==> src/rtl/spq_pkg.sv <==
`default_nettype none

package spq_pkg;

   // Queue geometry.
   localparam int CAPACITY     = 64;
   localparam int PAYLOAD_BITS = 16;
   localparam int PRIO_BITS    = 32;
   localparam int ADDR_W       = $clog2(CAPACITY);
   localparam int CNT_W        = $clog2(CAPACITY + 1);
   localparam int ENTRY_W      = PRIO_BITS + PAYLOAD_BITS;

   // Field widths on the ports.
   localparam int MODE_W   = 1;
   localparam int STATUS_W = 2;
   localparam int OCC_W    = 7;
   localparam int FPAY_W   = 16;

   // Request tdata layout: prio, then payload, padded to whole bytes.
   localparam int REQ_PRIO_LSB = 0;
   localparam int REQ_PAY_LSB  = PRIO_BITS;
   localparam int REQ_DATA_W   = ((PRIO_BITS + PAYLOAD_BITS + 7) / 8) * 8;

   // Response tdata layout: is_empty, front_payload, front_prio, occupancy.
   localparam int RSP_EMPTY_BIT = 0;
   localparam int RSP_PAY_LSB   = 1;
   localparam int RSP_PRIO_LSB  = RSP_PAY_LSB + FPAY_W;
   localparam int RSP_OCC_LSB   = RSP_PRIO_LSB + PRIO_BITS;
   localparam int RSP_USED_W    = RSP_OCC_LSB + OCC_W;
   localparam int RSP_DATA_W    = ((RSP_USED_W + 7) / 8) * 8;

   // Operation selector carried in req_tuser.
   localparam logic [MODE_W-1:0] MODE_INSERT = 1'b0;
   localparam logic [MODE_W-1:0] MODE_REMOVE = 1'b1;

   // Result status codes carried in rsp_tuser.
   typedef enum logic [STATUS_W-1:0] {
      ST_OK    = 2'd0,
      ST_FULL  = 2'd1,
      ST_EMPTY = 2'd2
   } status_code_type;

   // Commands from the controller to the datapath.
   typedef struct packed {
      logic load_item;  // capture the request and work out its status
      logic start_ins;  // grow the queue and aim the scan at the tail
      logic do_remove;  // drop the front entry
      logic rd_scan;    // read the entry under the scan pointer
      logic shift;      // move the entry just read up by one slot
      logic place;      // write the new entry above the scan pointer
      logic rd_front;   // read the front entry
      logic load_rsp;   // load the response register
   } spq_cmd_type;

   // Status from the datapath to the controller.
   typedef struct packed {
      logic is_remove;  // current item is a remove
      logic full;       // queue holds CAPACITY entries
      logic empty;      // queue holds no entries
      logic greater;    // entry just read has a larger priority than the new one
      logic cnt_one;    // the entry just read is the last one to examine
      logic rsp_busy;   // response register holds an item not yet taken
   } spq_flags_type;

   // Slot addresses wrap around the circular buffer.
   function automatic logic [ADDR_W-1:0] addr_inc(input logic [ADDR_W-1:0] a);
      logic [ADDR_W-1:0] r;
      if (a == ADDR_W'(CAPACITY - 1)) begin
         r = '0;
      end else begin
         r = a + 1'b1;
      end
      return r;
   endfunction

   function automatic logic [ADDR_W-1:0] addr_dec(input logic [ADDR_W-1:0] a);
      logic [ADDR_W-1:0] r;
      if (a == '0) begin
         r = ADDR_W'(CAPACITY - 1);
      end else begin
         r = a - 1'b1;
      end
      return r;
   endfunction

endpackage

`default_nettype wire

==> src/rtl/spq_ctrl.sv <==
`default_nettype none

module spq_ctrl (
   input  wire                   clock,
   input  wire                   reset,
   input  wire                   req_tvalid,
   output logic                  req_tready,
   input  wire spq_pkg::spq_flags_type flags,
   output spq_pkg::spq_cmd_type  cmd
);

   typedef enum logic [2:0] {
      S_IDLE,
      S_DECIDE,
      S_RD,
      S_CMP,
      S_PLACE,
      S_FRONT_RD,
      S_FRONT_WB
   } state_type;

   state_type state_ff;
   state_type state_in;

   // Next state and command decode.
   always_comb begin
      state_in   = state_ff;
      cmd        = '0;
      req_tready = 1'b0;
      unique case (state_ff)
         S_IDLE: begin
            req_tready = 1'b1;
            if (req_tvalid) begin
               cmd.load_item = 1'b1;
               state_in      = S_DECIDE;
            end
         end
         S_DECIDE: begin
            if (!flags.is_remove && !flags.full) begin
               cmd.start_ins = 1'b1;
               state_in      = flags.empty ? S_PLACE : S_RD;
            end else if (flags.is_remove && !flags.empty) begin
               cmd.do_remove = 1'b1;
               state_in      = S_FRONT_RD;
            end else begin
               state_in = S_FRONT_RD;
            end
         end
         S_RD: begin
            cmd.rd_scan = 1'b1;
            state_in    = S_CMP;
         end
         S_CMP: begin
            if (flags.greater) begin
               cmd.shift = 1'b1;
               state_in  = flags.cnt_one ? S_PLACE : S_RD;
            end else begin
               cmd.place = 1'b1;
               state_in  = S_FRONT_RD;
            end
         end
         S_PLACE: begin
            cmd.place = 1'b1;
            state_in  = S_FRONT_RD;
         end
         S_FRONT_RD: begin
            cmd.rd_front = 1'b1;
            state_in     = S_FRONT_WB;
         end
         S_FRONT_WB: begin
            if (!flags.rsp_busy) begin
               cmd.load_rsp = 1'b1;
               state_in     = S_IDLE;
            end
         end
         default: begin
            state_in = S_IDLE;
         end
      endcase
   end

   // State register.
   always_ff @(posedge clock) begin
      if (reset) begin
         state_ff <= S_IDLE;
      end else begin
         state_ff <= state_in;
      end
   end

endmodule

`default_nettype wire

==> src/rtl/spq_datapath.sv <==
`default_nettype none

module spq_datapath (
   input  wire                                   clock,
   input  wire                                   reset,
   input  wire  [spq_pkg::MODE_W-1:0]            req_tuser,
   input  wire  [spq_pkg::REQ_DATA_W-1:0]        req_tdata,
   output logic                                  rsp_tvalid,
   input  wire                                   rsp_tready,
   output logic [spq_pkg::RSP_DATA_W-1:0]        rsp_tdata,
   output logic [spq_pkg::STATUS_W-1:0]          rsp_tuser,
   input  wire spq_pkg::spq_cmd_type             cmd,
   output spq_pkg::spq_flags_type                flags
);

   localparam int AW = spq_pkg::ADDR_W;
   localparam int CW = spq_pkg::CNT_W;
   localparam int EW = spq_pkg::ENTRY_W;
   localparam int PB = spq_pkg::PRIO_BITS;
   localparam int DB = spq_pkg::PAYLOAD_BITS;

   // Entry store: priority in the upper bits, payload in the lower bits.
   logic [EW-1:0] mem [spq_pkg::CAPACITY];
   logic [EW-1:0] rd_data_ff;

   // Queue bookkeeping.
   logic [AW-1:0] head_ff, tail_ff, ptr_ff;
   logic [CW-1:0] fill_ff, cnt_ff;

   // Current item.
   logic [spq_pkg::MODE_W-1:0] mode_ff;
   logic [PB-1:0]              new_prio_ff;
   logic [DB-1:0]              new_pay_ff;
   spq_pkg::status_code_type   status_ff;

   // Response register.
   logic                          rsp_valid_ff;
   logic [spq_pkg::RSP_DATA_W-1:0] rsp_data_ff;
   logic [spq_pkg::STATUS_W-1:0]  rsp_user_ff;

   logic full, empty;
   logic [PB-1:0] rd_prio;
   logic [DB-1:0] rd_pay;
   logic [AW-1:0] rd_addr, wr_addr;
   logic          rd_en, wr_en;
   logic [EW-1:0] wr_data;
   logic [spq_pkg::RSP_DATA_W-1:0] rsp_next;

   assign full    = (fill_ff == CW'(spq_pkg::CAPACITY));
   assign empty   = (fill_ff == '0);
   assign rd_prio = rd_data_ff[EW-1:DB];
   assign rd_pay  = rd_data_ff[DB-1:0];

   // Status back to the controller.
   assign flags.is_remove = (mode_ff == spq_pkg::MODE_REMOVE);
   assign flags.full      = full;
   assign flags.empty     = empty;
   assign flags.greater   = (rd_prio > new_prio_ff);
   assign flags.cnt_one   = (cnt_ff == CW'(1));
   assign flags.rsp_busy  = rsp_valid_ff && !rsp_tready;

   // Memory port selection: shifted entries and the new one go one slot above the pointer.
   assign rd_en   = cmd.rd_scan || cmd.rd_front;
   assign rd_addr = cmd.rd_front ? head_ff : ptr_ff;
   assign wr_en   = cmd.shift || cmd.place;
   assign wr_addr = spq_pkg::addr_inc(ptr_ff);
   assign wr_data = cmd.shift ? rd_data_ff : {new_prio_ff, new_pay_ff};

   always_ff @(posedge clock) begin
      if (wr_en) begin
         mem[wr_addr] <= wr_data;
      end
      if (rd_en) begin
         rd_data_ff <= mem[rd_addr];
      end
   end

   // Item capture and status decision.
   always_ff @(posedge clock) begin
      if (cmd.load_item) begin
         mode_ff     <= req_tuser;
         new_prio_ff <= req_tdata[spq_pkg::REQ_PRIO_LSB +: PB];
         new_pay_ff  <= req_tdata[spq_pkg::REQ_PAY_LSB +: DB];
         if (req_tuser == spq_pkg::MODE_REMOVE) begin
            status_ff <= empty ? spq_pkg::ST_EMPTY : spq_pkg::ST_OK;
         end else begin
            status_ff <= full ? spq_pkg::ST_FULL : spq_pkg::ST_OK;
         end
      end
   end

   // Head, tail, fill count and scan pointer.
   always_ff @(posedge clock) begin
      if (reset) begin
         head_ff <= '0;
         tail_ff <= '0;
         fill_ff <= '0;
      end else begin
         if (cmd.start_ins) begin
            tail_ff <= spq_pkg::addr_inc(tail_ff);
            fill_ff <= fill_ff + 1'b1;
         end else if (cmd.do_remove) begin
            head_ff <= spq_pkg::addr_inc(head_ff);
            fill_ff <= fill_ff - 1'b1;
         end
      end
   end

   always_ff @(posedge clock) begin
      if (cmd.start_ins) begin
         ptr_ff <= spq_pkg::addr_dec(tail_ff);
         cnt_ff <= fill_ff;
      end else if (cmd.shift) begin
         ptr_ff <= spq_pkg::addr_dec(ptr_ff);
         cnt_ff <= cnt_ff - 1'b1;
      end
   end

   // Response word; an empty queue reports a zero front entry.
   always_comb begin
      rsp_next = '0;
      rsp_next[spq_pkg::RSP_EMPTY_BIT] = empty;
      if (!empty) begin
         rsp_next[spq_pkg::RSP_PAY_LSB +: spq_pkg::FPAY_W] = spq_pkg::FPAY_W'(rd_pay);
         rsp_next[spq_pkg::RSP_PRIO_LSB +: PB]            = rd_prio;
      end
      rsp_next[spq_pkg::RSP_OCC_LSB +: spq_pkg::OCC_W] = spq_pkg::OCC_W'(fill_ff);
   end

   always_ff @(posedge clock) begin
      if (reset) begin
         rsp_valid_ff <= 1'b0;
      end else if (cmd.load_rsp) begin
         rsp_valid_ff <= 1'b1;
      end else if (rsp_tready) begin
         rsp_valid_ff <= 1'b0;
      end
   end

   always_ff @(posedge clock) begin
      if (cmd.load_rsp) begin
         rsp_data_ff <= rsp_next;
         rsp_user_ff <= status_ff;
      end
   end

   assign rsp_tvalid = rsp_valid_ff;
   assign rsp_tdata  = rsp_data_ff;
   assign rsp_tuser  = rsp_user_ff;

endmodule

`default_nettype wire

==> src/rtl/sorted_priority_queue.sv <==
`default_nettype none

// Channel   Direction  Handshake              Contents
// req_      in         req_tvalid/req_tready  tuser: mode; tdata: prio, payload
// rsp_      out        rsp_tvalid/rsp_tready  tuser: status; tdata: is_empty,
//                                             front_payload, front_prio, occupancy
//
// One item is worked on at a time. An insert scans the single-port entry memory from
// the tail down: it reads an entry, compares it with the new one and moves it up one
// slot if its priority is larger, until it meets one that is not larger or passes the
// front, and then writes the new entry into the slot above.
// Reset clears the fill count, the ring pointers and the response valid, not the memory.
// A stalled response holds the controller before it loads the result, so input waits too.

module sorted_priority_queue (
   input  wire                               clock,
   input  wire                               reset,
   input  wire                               req_tvalid,
   output logic                              req_tready,
   input  wire  [spq_pkg::REQ_DATA_W-1:0]    req_tdata,  // prio[31:0], payload[47:32]
   input  wire  [spq_pkg::MODE_W-1:0]        req_tuser,  // mode[0]
   output logic                              rsp_tvalid,
   input  wire                               rsp_tready,
   output logic [spq_pkg::RSP_DATA_W-1:0]    rsp_tdata,  // is_empty[0], front_payload[16:1],
                                                         // front_prio[48:17], occupancy[55:49]
   output logic [spq_pkg::STATUS_W-1:0]      rsp_tuser   // status[1:0]
);

   spq_pkg::spq_cmd_type   cmd;
   spq_pkg::spq_flags_type flags;

   // Sequencer.
   spq_ctrl u_ctrl (
      .clock      (clock),
      .reset      (reset),
      .req_tvalid (req_tvalid),
      .req_tready (req_tready),
      .flags      (flags),
      .cmd        (cmd)
   );

   // Entry store, ring pointers and response register.
   spq_datapath u_datapath (
      .clock      (clock),
      .reset      (reset),
      .req_tuser  (req_tuser),
      .req_tdata  (req_tdata),
      .rsp_tvalid (rsp_tvalid),
      .rsp_tready (rsp_tready),
      .rsp_tdata  (rsp_tdata),
      .rsp_tuser  (rsp_tuser),
      .cmd        (cmd),
      .flags      (flags)
   );

endmodule

`default_nettype wire

==> config.mk <==
export PLATFORM = sky130hd
export DESIGN_NAME = sorted_priority_queue
export DESIGN_NICKNAME = d
export VERILOG_FILES = /design/src/rtl/spq_pkg.sv /design/src/rtl/spq_ctrl.sv /design/src/rtl/spq_datapath.sv /design/src/rtl/sorted_priority_queue.sv
export SDC_FILE = /design/constraint.sdc
export NUM_CORES = 2
export LEC_CHECK = 0
export ABC_CLOCK_PERIOD_IN_PS = 5700
export BUFFER_PORTS_ARGS = -buffer_cell sky130_fd_sc_hd__buf_2
export CAP_MARGIN = 20
export CORE_ASPECT_RATIO = 0.75
export CORE_MARGIN = 1.5
export CORE_UTILIZATION = 30
export CTS_BUF_LIST = sky130_fd_sc_hd__clkbuf_4 sky130_fd_sc_hd__clkbuf_8
export CTS_CLUSTER_SIZE = 30
export DETAILED_ROUTE_END_ITERATION = 8
export PLACE_DENSITY = 0.48
export SYNTH_ARGS = -nofsm -noshare
export SYNTH_HDL_FRONTEND = slang
export SYNTH_SLANG_ARGS = --single-unit
==> constraint.sdc <==
create_clock -name clock -period 5.7 [get_ports clock]
set_clock_uncertainty 0.1 [all_clocks]
set_input_delay 0.855 -clock clock [delete_from_list [all_inputs] [get_ports clock]]
set_output_delay 0.855 -clock clock [all_outputs]
set_load 0.05 [all_outputs]
# ---- Yosys cells after proc, flatten, opt, wreduce, memory -nomap -nowiden
# Memories as Yosys holds them, arrays and structs flattened. A register that Yosys moved wholly into a read port is not among the register bits.
# Cells that the tools add are included.
dict set report classes {
  n_mux 42
  n_reduce_logical 18
  eq_ne 13
  n_bitwise 1
  add_sub_neg 8
  n_lt_le_gt_ge 1
}
# cell n
set op_table {}
lappend op_table {{$mux 48} 1}
lappend op_table {{$mux 6} 8}
lappend op_table {{$gt 32x32->1} 1}
lappend op_table {{$mux 7} 4}
lappend op_table {{$pmux 3 s7} 1}
lappend op_table {{$add 6x1->6 const B} 3}
lappend op_table {{$eq 6x6->1 const B} 3}
lappend op_table {{$mux 1} 18}
lappend op_table {{$mux 3} 6}
lappend op_table {{$sub 7x1->7 const B} 2}
lappend op_table {{$logic_not 6->1} 2}
lappend op_table {{$sub 6x1->6 const B} 2}
lappend op_table {{$eq 3x3->1 const B} 3}
lappend op_table {{$add 7x1->7 const B} 1}
lappend op_table {{$eq 7x1->1 const B} 1}
lappend op_table {{$eq 7x7->1 const B} 1}
lappend op_table {{$logic_not 7->1} 1}
lappend op_table {{$eq 3x2->1 const B} 2}
lappend op_table {{$mux 2} 3}
lappend op_table {{$reduce_bool 2->1} 3}
lappend op_table {{$logic_not 1->1} 4}
lappend op_table {{$ne 2x2->1 const B} 2}
lappend op_table {{$reduce_and 2->1} 2}
lappend op_table {{$eq 3x1->1 const B} 1}
lappend op_table {{other kinds (5)} 8}
dict set report totals {
  wordCells 98
  mem_bits_rw 3072
  n_memories 1
  inputBits 53
  ff_bits 145
}
# memory words word_bits rd rd_ports_with_merged_regs wr line
set memory_table {}
lappend memory_table {u_datapath.mem 64 48 1 1 1 spq_datapath.sv:23} ;# logic [EW-1:0] mem [spq_pkg::CAPACITY];

# ---- Logic depth before layout (Yosys ltp)
dict set report depth {
  depth_word 8
  mapped_depth 14
  mapped_depth_nobuf 12
}

# ---- Hierarchy
# From an unflattened synthesis, not the netlist that was laid out.
dict set report hier_totals {
  cells_unflattened 10249
  hier_area_um2 135343.6
}
# mod n_inst cells_each seq_area_each_um2 area_each_um2
set by_module_without_submodules {}
lappend by_module_without_submodules {spq_datapath 1 10212 97753.8 135047.0}
lappend by_module_without_submodules {spq_ctrl 1 37 60.1 296.5}

# ---- Worst setup path after synthesis
# Ideal clock, no wire load.
dict set report synth_timing {
  kind {reg-to-reg}
  from {register u_ctrl.state_ff[2]}
  to {register u_datapath.rd_data_ff[0], read port of u_datapath.mem, enable pin}
  stages_incl_launch_ff 4
  path_slack_ps 989
  arrival_ps 4091
  setup_ps 520
  required_ps 5080
  path_cell_list {dfxtp_1 buf_4 clkbuf_1 o21ai_0}
}
dict set report synth_between {
  elab_chain_cells 3
  word_cells_on_any_way 6
  classes_between {eq/ne: 2; mux: 3; reduce/logical: 1}
}
# element line
set synth_lines {}
lappend synth_lines {{from (decl)} spq_ctrl.sv:22} ;# state_type state_ff;
lappend synth_lines {{from (signal assigned)} spq_ctrl.sv:87} ;# state_ff <= state_in;
lappend synth_lines {{$eq 3x2->1 or $eq 3x3->1 (tied branches)} spq_ctrl.sv:30} ;# unique case (state_ff)
lappend synth_lines {{$mux 1} spq_ctrl.sv:30}
lappend synth_lines {{$logic_or 1x1->1 (*)} spq_datapath.sv:63} ;# assign rd_en = cmd.rd_scan || cmd.rd_front;
lappend synth_lines {{via u_datapath.rd_en} spq_datapath.sv:45} ;# logic rd_en, wr_en;
lappend synth_lines {{to (decl)} spq_datapath.sv:24} ;# logic [EW-1:0] rd_data_ff;
# The timed path passes the listed nets; every way through them passes the cells marked *.
# A chain may end at the register's enable or synchronous reset.

# ---- Final worst setup path
dict set report layout_timing {
  from {register u_ctrl.state_ff[2]}
  to {register u_datapath.rd_data_ff[26], read port of u_datapath.mem, data pin}
}
dict set report layout_between {
  elab_chain_cells 3
  word_cells_on_any_way 6
  classes_between {eq/ne: 2; mux: 3; reduce/logical: 1}
}
# element line
set layout_lines {}
lappend layout_lines {{$eq 3x3->1 or $eq 3x2->1 (tied branches)} spq_ctrl.sv:30}
lappend layout_lines {{$mux 1} spq_ctrl.sv:30}
lappend layout_lines {{$mux 6 or $logic_or 1x1->1 (tied branches)} {spq_datapath.sv:64, spq_datapath.sv:63}}
# Parallel ways exist; a longest one is shown, timed or not.

==> metrics <==
status finished clean; Final Hold Viols 0; Post-DRT Antenna Nets 0; Syn Area/Cell 16.65 um^2; Synth-to-Final Area Change 17.17%; clock sinks between 3000 and 4000; die width 758.1 um; post-synthesis cell count 7705; drt wl/cell around 35 um; CP Launch Point u_ctrl.state_ff[2]; min Tclk post-route between 4 and 5 ns; HP Start req_tdata[11]; Clk pin slew, worst setup/hold paths 0.07 ns; TNS Setup 0 ns; CTS Buffer Depth 4; Reg-to-Reg Start u_ctrl.state_ff[2]; Synth Flop Type edfxtp_1; Placement Cell Area 139500 um^2; crit path launch type flip-flop; top-area cell type share of the netlist area 75.88%; vias in the first global route around 75000; combinational group share of total power 25.9%; Die Y 569.3 um; main area contributors after synthesis edfxtp_1 76%, mux4_2 5.2%, nand2_1 3.9%; final wirelength 504.7 mm; Placeable Area 424800 um^2; maximum clock rate 203.4 MHz; count of different cell masters after synthesis 78; Placed Instances about 13000; H-tree depth 6; Iter 0 DRT Violations 12600; Post-synth EDFFs 3242; switching portion of total power between 30% and 40%; DRT Pass-1 Iters 7; Pins Over Slew Limit 0; WP data arrival between 5 and 6 ns; post-CTS setup buffers 0; Clk pwr share between 30% and 40%; final setup fails 0; Placement Rows 207; Tightest Pin Transition 1.235 ns; CP Capture Type flip-flop; share of layout cells above drive strength 1 20.91%; asr flop ratio synth 0%; Layout Cells excl Fill 14430; Nets ~8500; R2R depth 10; static leakage power about 50 nW; Flop pwr share 44.0%; GR Util All Layers 22.66%; vias per std cell about 5.6; area leader, netlist edfxtp_1; highest-count cells in the layout ignoring fill and taps 3242 x edfxtp_1, 1327 x nand2_1, 579 x nand3_1; critical path class flip-flop to flip-flop; GP Congestion ~0.9; YS warnings 0; P per Cell Area 450.8 nW/um^2; peak supply drop 0.0004799 V; first-pass GRT wire length ~670 mm; CTS tree yes; Mapped Nets between 7000 and 8000; worst-path maximum fanout 54; net switching power 0.02283 W; CP required 6.44 ns; HP Class input pin to flip-flop; full die area 431600 um^2; P_int approximately 0.045 W; post-synthesis sequential area ratio approximately 76%; RSZ-0062 raised after global routing false; largest net degree at the start of global routing 104; initial antenna violation count 55; Fill cells 40370; Starting Density between 30% and 40%; GRT overflow 0; slew margin rel. between 10% and 20%; CTS Buf Count 528; CTS root buffer clkbuf_8; final critical-path share of the clock period 86.24%; Post-Syn Area 128300 um^2; post-DP HPWL 293.6 mm; design area 150300 um^2; # IOs 113; clk_lat worst skew approximately 1.1 ns; Hold Path Stages 1; Residual DRC 0; register bit total from synthesis 3265; Port Buf Inserts 112; commonest non-fill, non-tap cell in the layout edfxtp_1; via count ~80000; Max Cap Viol 0
==> cell families (layout without fill, tap and decap cells) <==
logic type / after synthesis / in the layout / synth area share (%)
AND/OR/NAND/NOR: 2347 / 2347 / 8.087
AO/OA/AOI/OAI: 797 / 797 / 4.562
buffers and inverters: 513 / 1566 / 1.960
flip-flops: 3265 / 3265 / 76.24
XOR/XNOR: 29 / 29 / 0.1980
other: 0 / 26 / 0
adder cells (fa/ha/maj): 47 / 47 / 0.4642
multiplexers: 707 / 707 / 8.486
==> path summary, 6_finish.rpt <==
path                                     end  slack [ns]
hold reg to reg      u_datapath.rsp_tuser[1]        0.33
hold / removal    u_datapath.new_prio_ff[11]        0.09
setup reg to reg   u_datapath.rd_data_ff[26]        0.78
setup / recovery   u_datapath.rd_data_ff[26]        0.78
==> cell usage after synthesis, types with 45 or more instances <==
cell type,count
buf_2,225
nand2_1,1327
mux4_2,298
mux2_2,62
nor2b_1,52
a311oi_1,66
nand3_1,579
o211a_1,56
a211oi_1,45
buf_4,48
nand4_1,73
clkbuf_1,126
a22oi_1,134
a21oi_1,138
edfxtp_1,3242
ha_1,46
mux2i_1,346
a31oi_1,91
nor2_1,149
inv_1,63
==> through the flow <==
| step | utilization [%] | hold slack, ns | total power [W] | worst slack (ns) |
|---|---|---|---|---|
| after detailed placement | 32.85 | 0.3045 | 0.04730 | 0.8434 |
| after global placement | 32.83 | 0.3081 | 0.04709 | 0.9217 |
| after CTS | 35.34 | 0.005739 | 0.06751 | 0.7923 |
| after floorplan | - | 0.3003 | 0.03934 | 0.9888 |
| after global routing | 35.38 | 0.05834 | 0.06982 | 0.6362 |
| final | 35.39 | 0.08901 | 0.06776 | 0.7845 |
==> power by group through the flow <==
stage,combinational [W],sequential [W],clock (W)
2_1_floorplan,0.00955,0.0298,0
4_1_cts,0.0171,0.0298,0.0206
3_3_place_gp,0.0168,0.0302,0
5_1_grt,0.0184,0.0298,0.0216
3_5_place_dp,0.0171,0.0302,0
6_report,0.0176,0.0298,0.0204
==> repair_timing <==
item | in CTS | in global routing
gates resized for setup | 0 | 0
setup endpoints to repair | 0 | 0
hold buffers | 44 | 0
hold endpoints to repair | 46 | 0
==> metal layers <==
layer  GRT usage (%)  routed length, um
met1           33.39             217000
met2           31.28             205800
met3           8.028              66950
met4           6.309              14720
met5               0                258
==> cell type report <==
class | instances | area, um^2 | share of cell area, %
Antenna cell | 26 | 65.06 | 0.04328
Clock buffer | 713 | 8750 | 5.821
Clock inverter | 202 | 1406 | 0.9356
Inverter | 65 | 244.0 | 0.1623
Multi-Input combinational cell | 3927 | 28760 | 19.13
Sequential cell | 3265 | 97810 | 65.07
Tap cell | 5643 | 7061 | 4.697
Timing Repair Buffer | 586 | 6222 | 4.139
==> critical path, stage by stage (launching register included) <==
cell      delay [ns]
dfxtp_1         0.76
nand3b_1        0.22
buf_12          0.25
a21boi_4        0.53
buf_12          0.26
buf_4           0.26
buf_12          0.33
mux4_2          0.55
a22oi_1         0.22
nand3_1         0.50
or3_1           0.53
==> flip-flops by register name (all words and copies together), names as in the netlist, 3 cells and up <==
signal,count
u_datapath.new_pay_ff,16
u_datapath.ptr_ff,6
u_datapath.rd_data_ff,48
u_datapath.mem,3072
u_datapath.cnt_ff,7
u_datapath.new_prio_ff,32
u_datapath.rsp_tdata,56
u_datapath.fill_ff,7
u_ctrl.state_ff,3
u_datapath.head_ff,6
u_datapath.tail_ff,6
No activity file was read; power rests on OpenSTA's default activity.
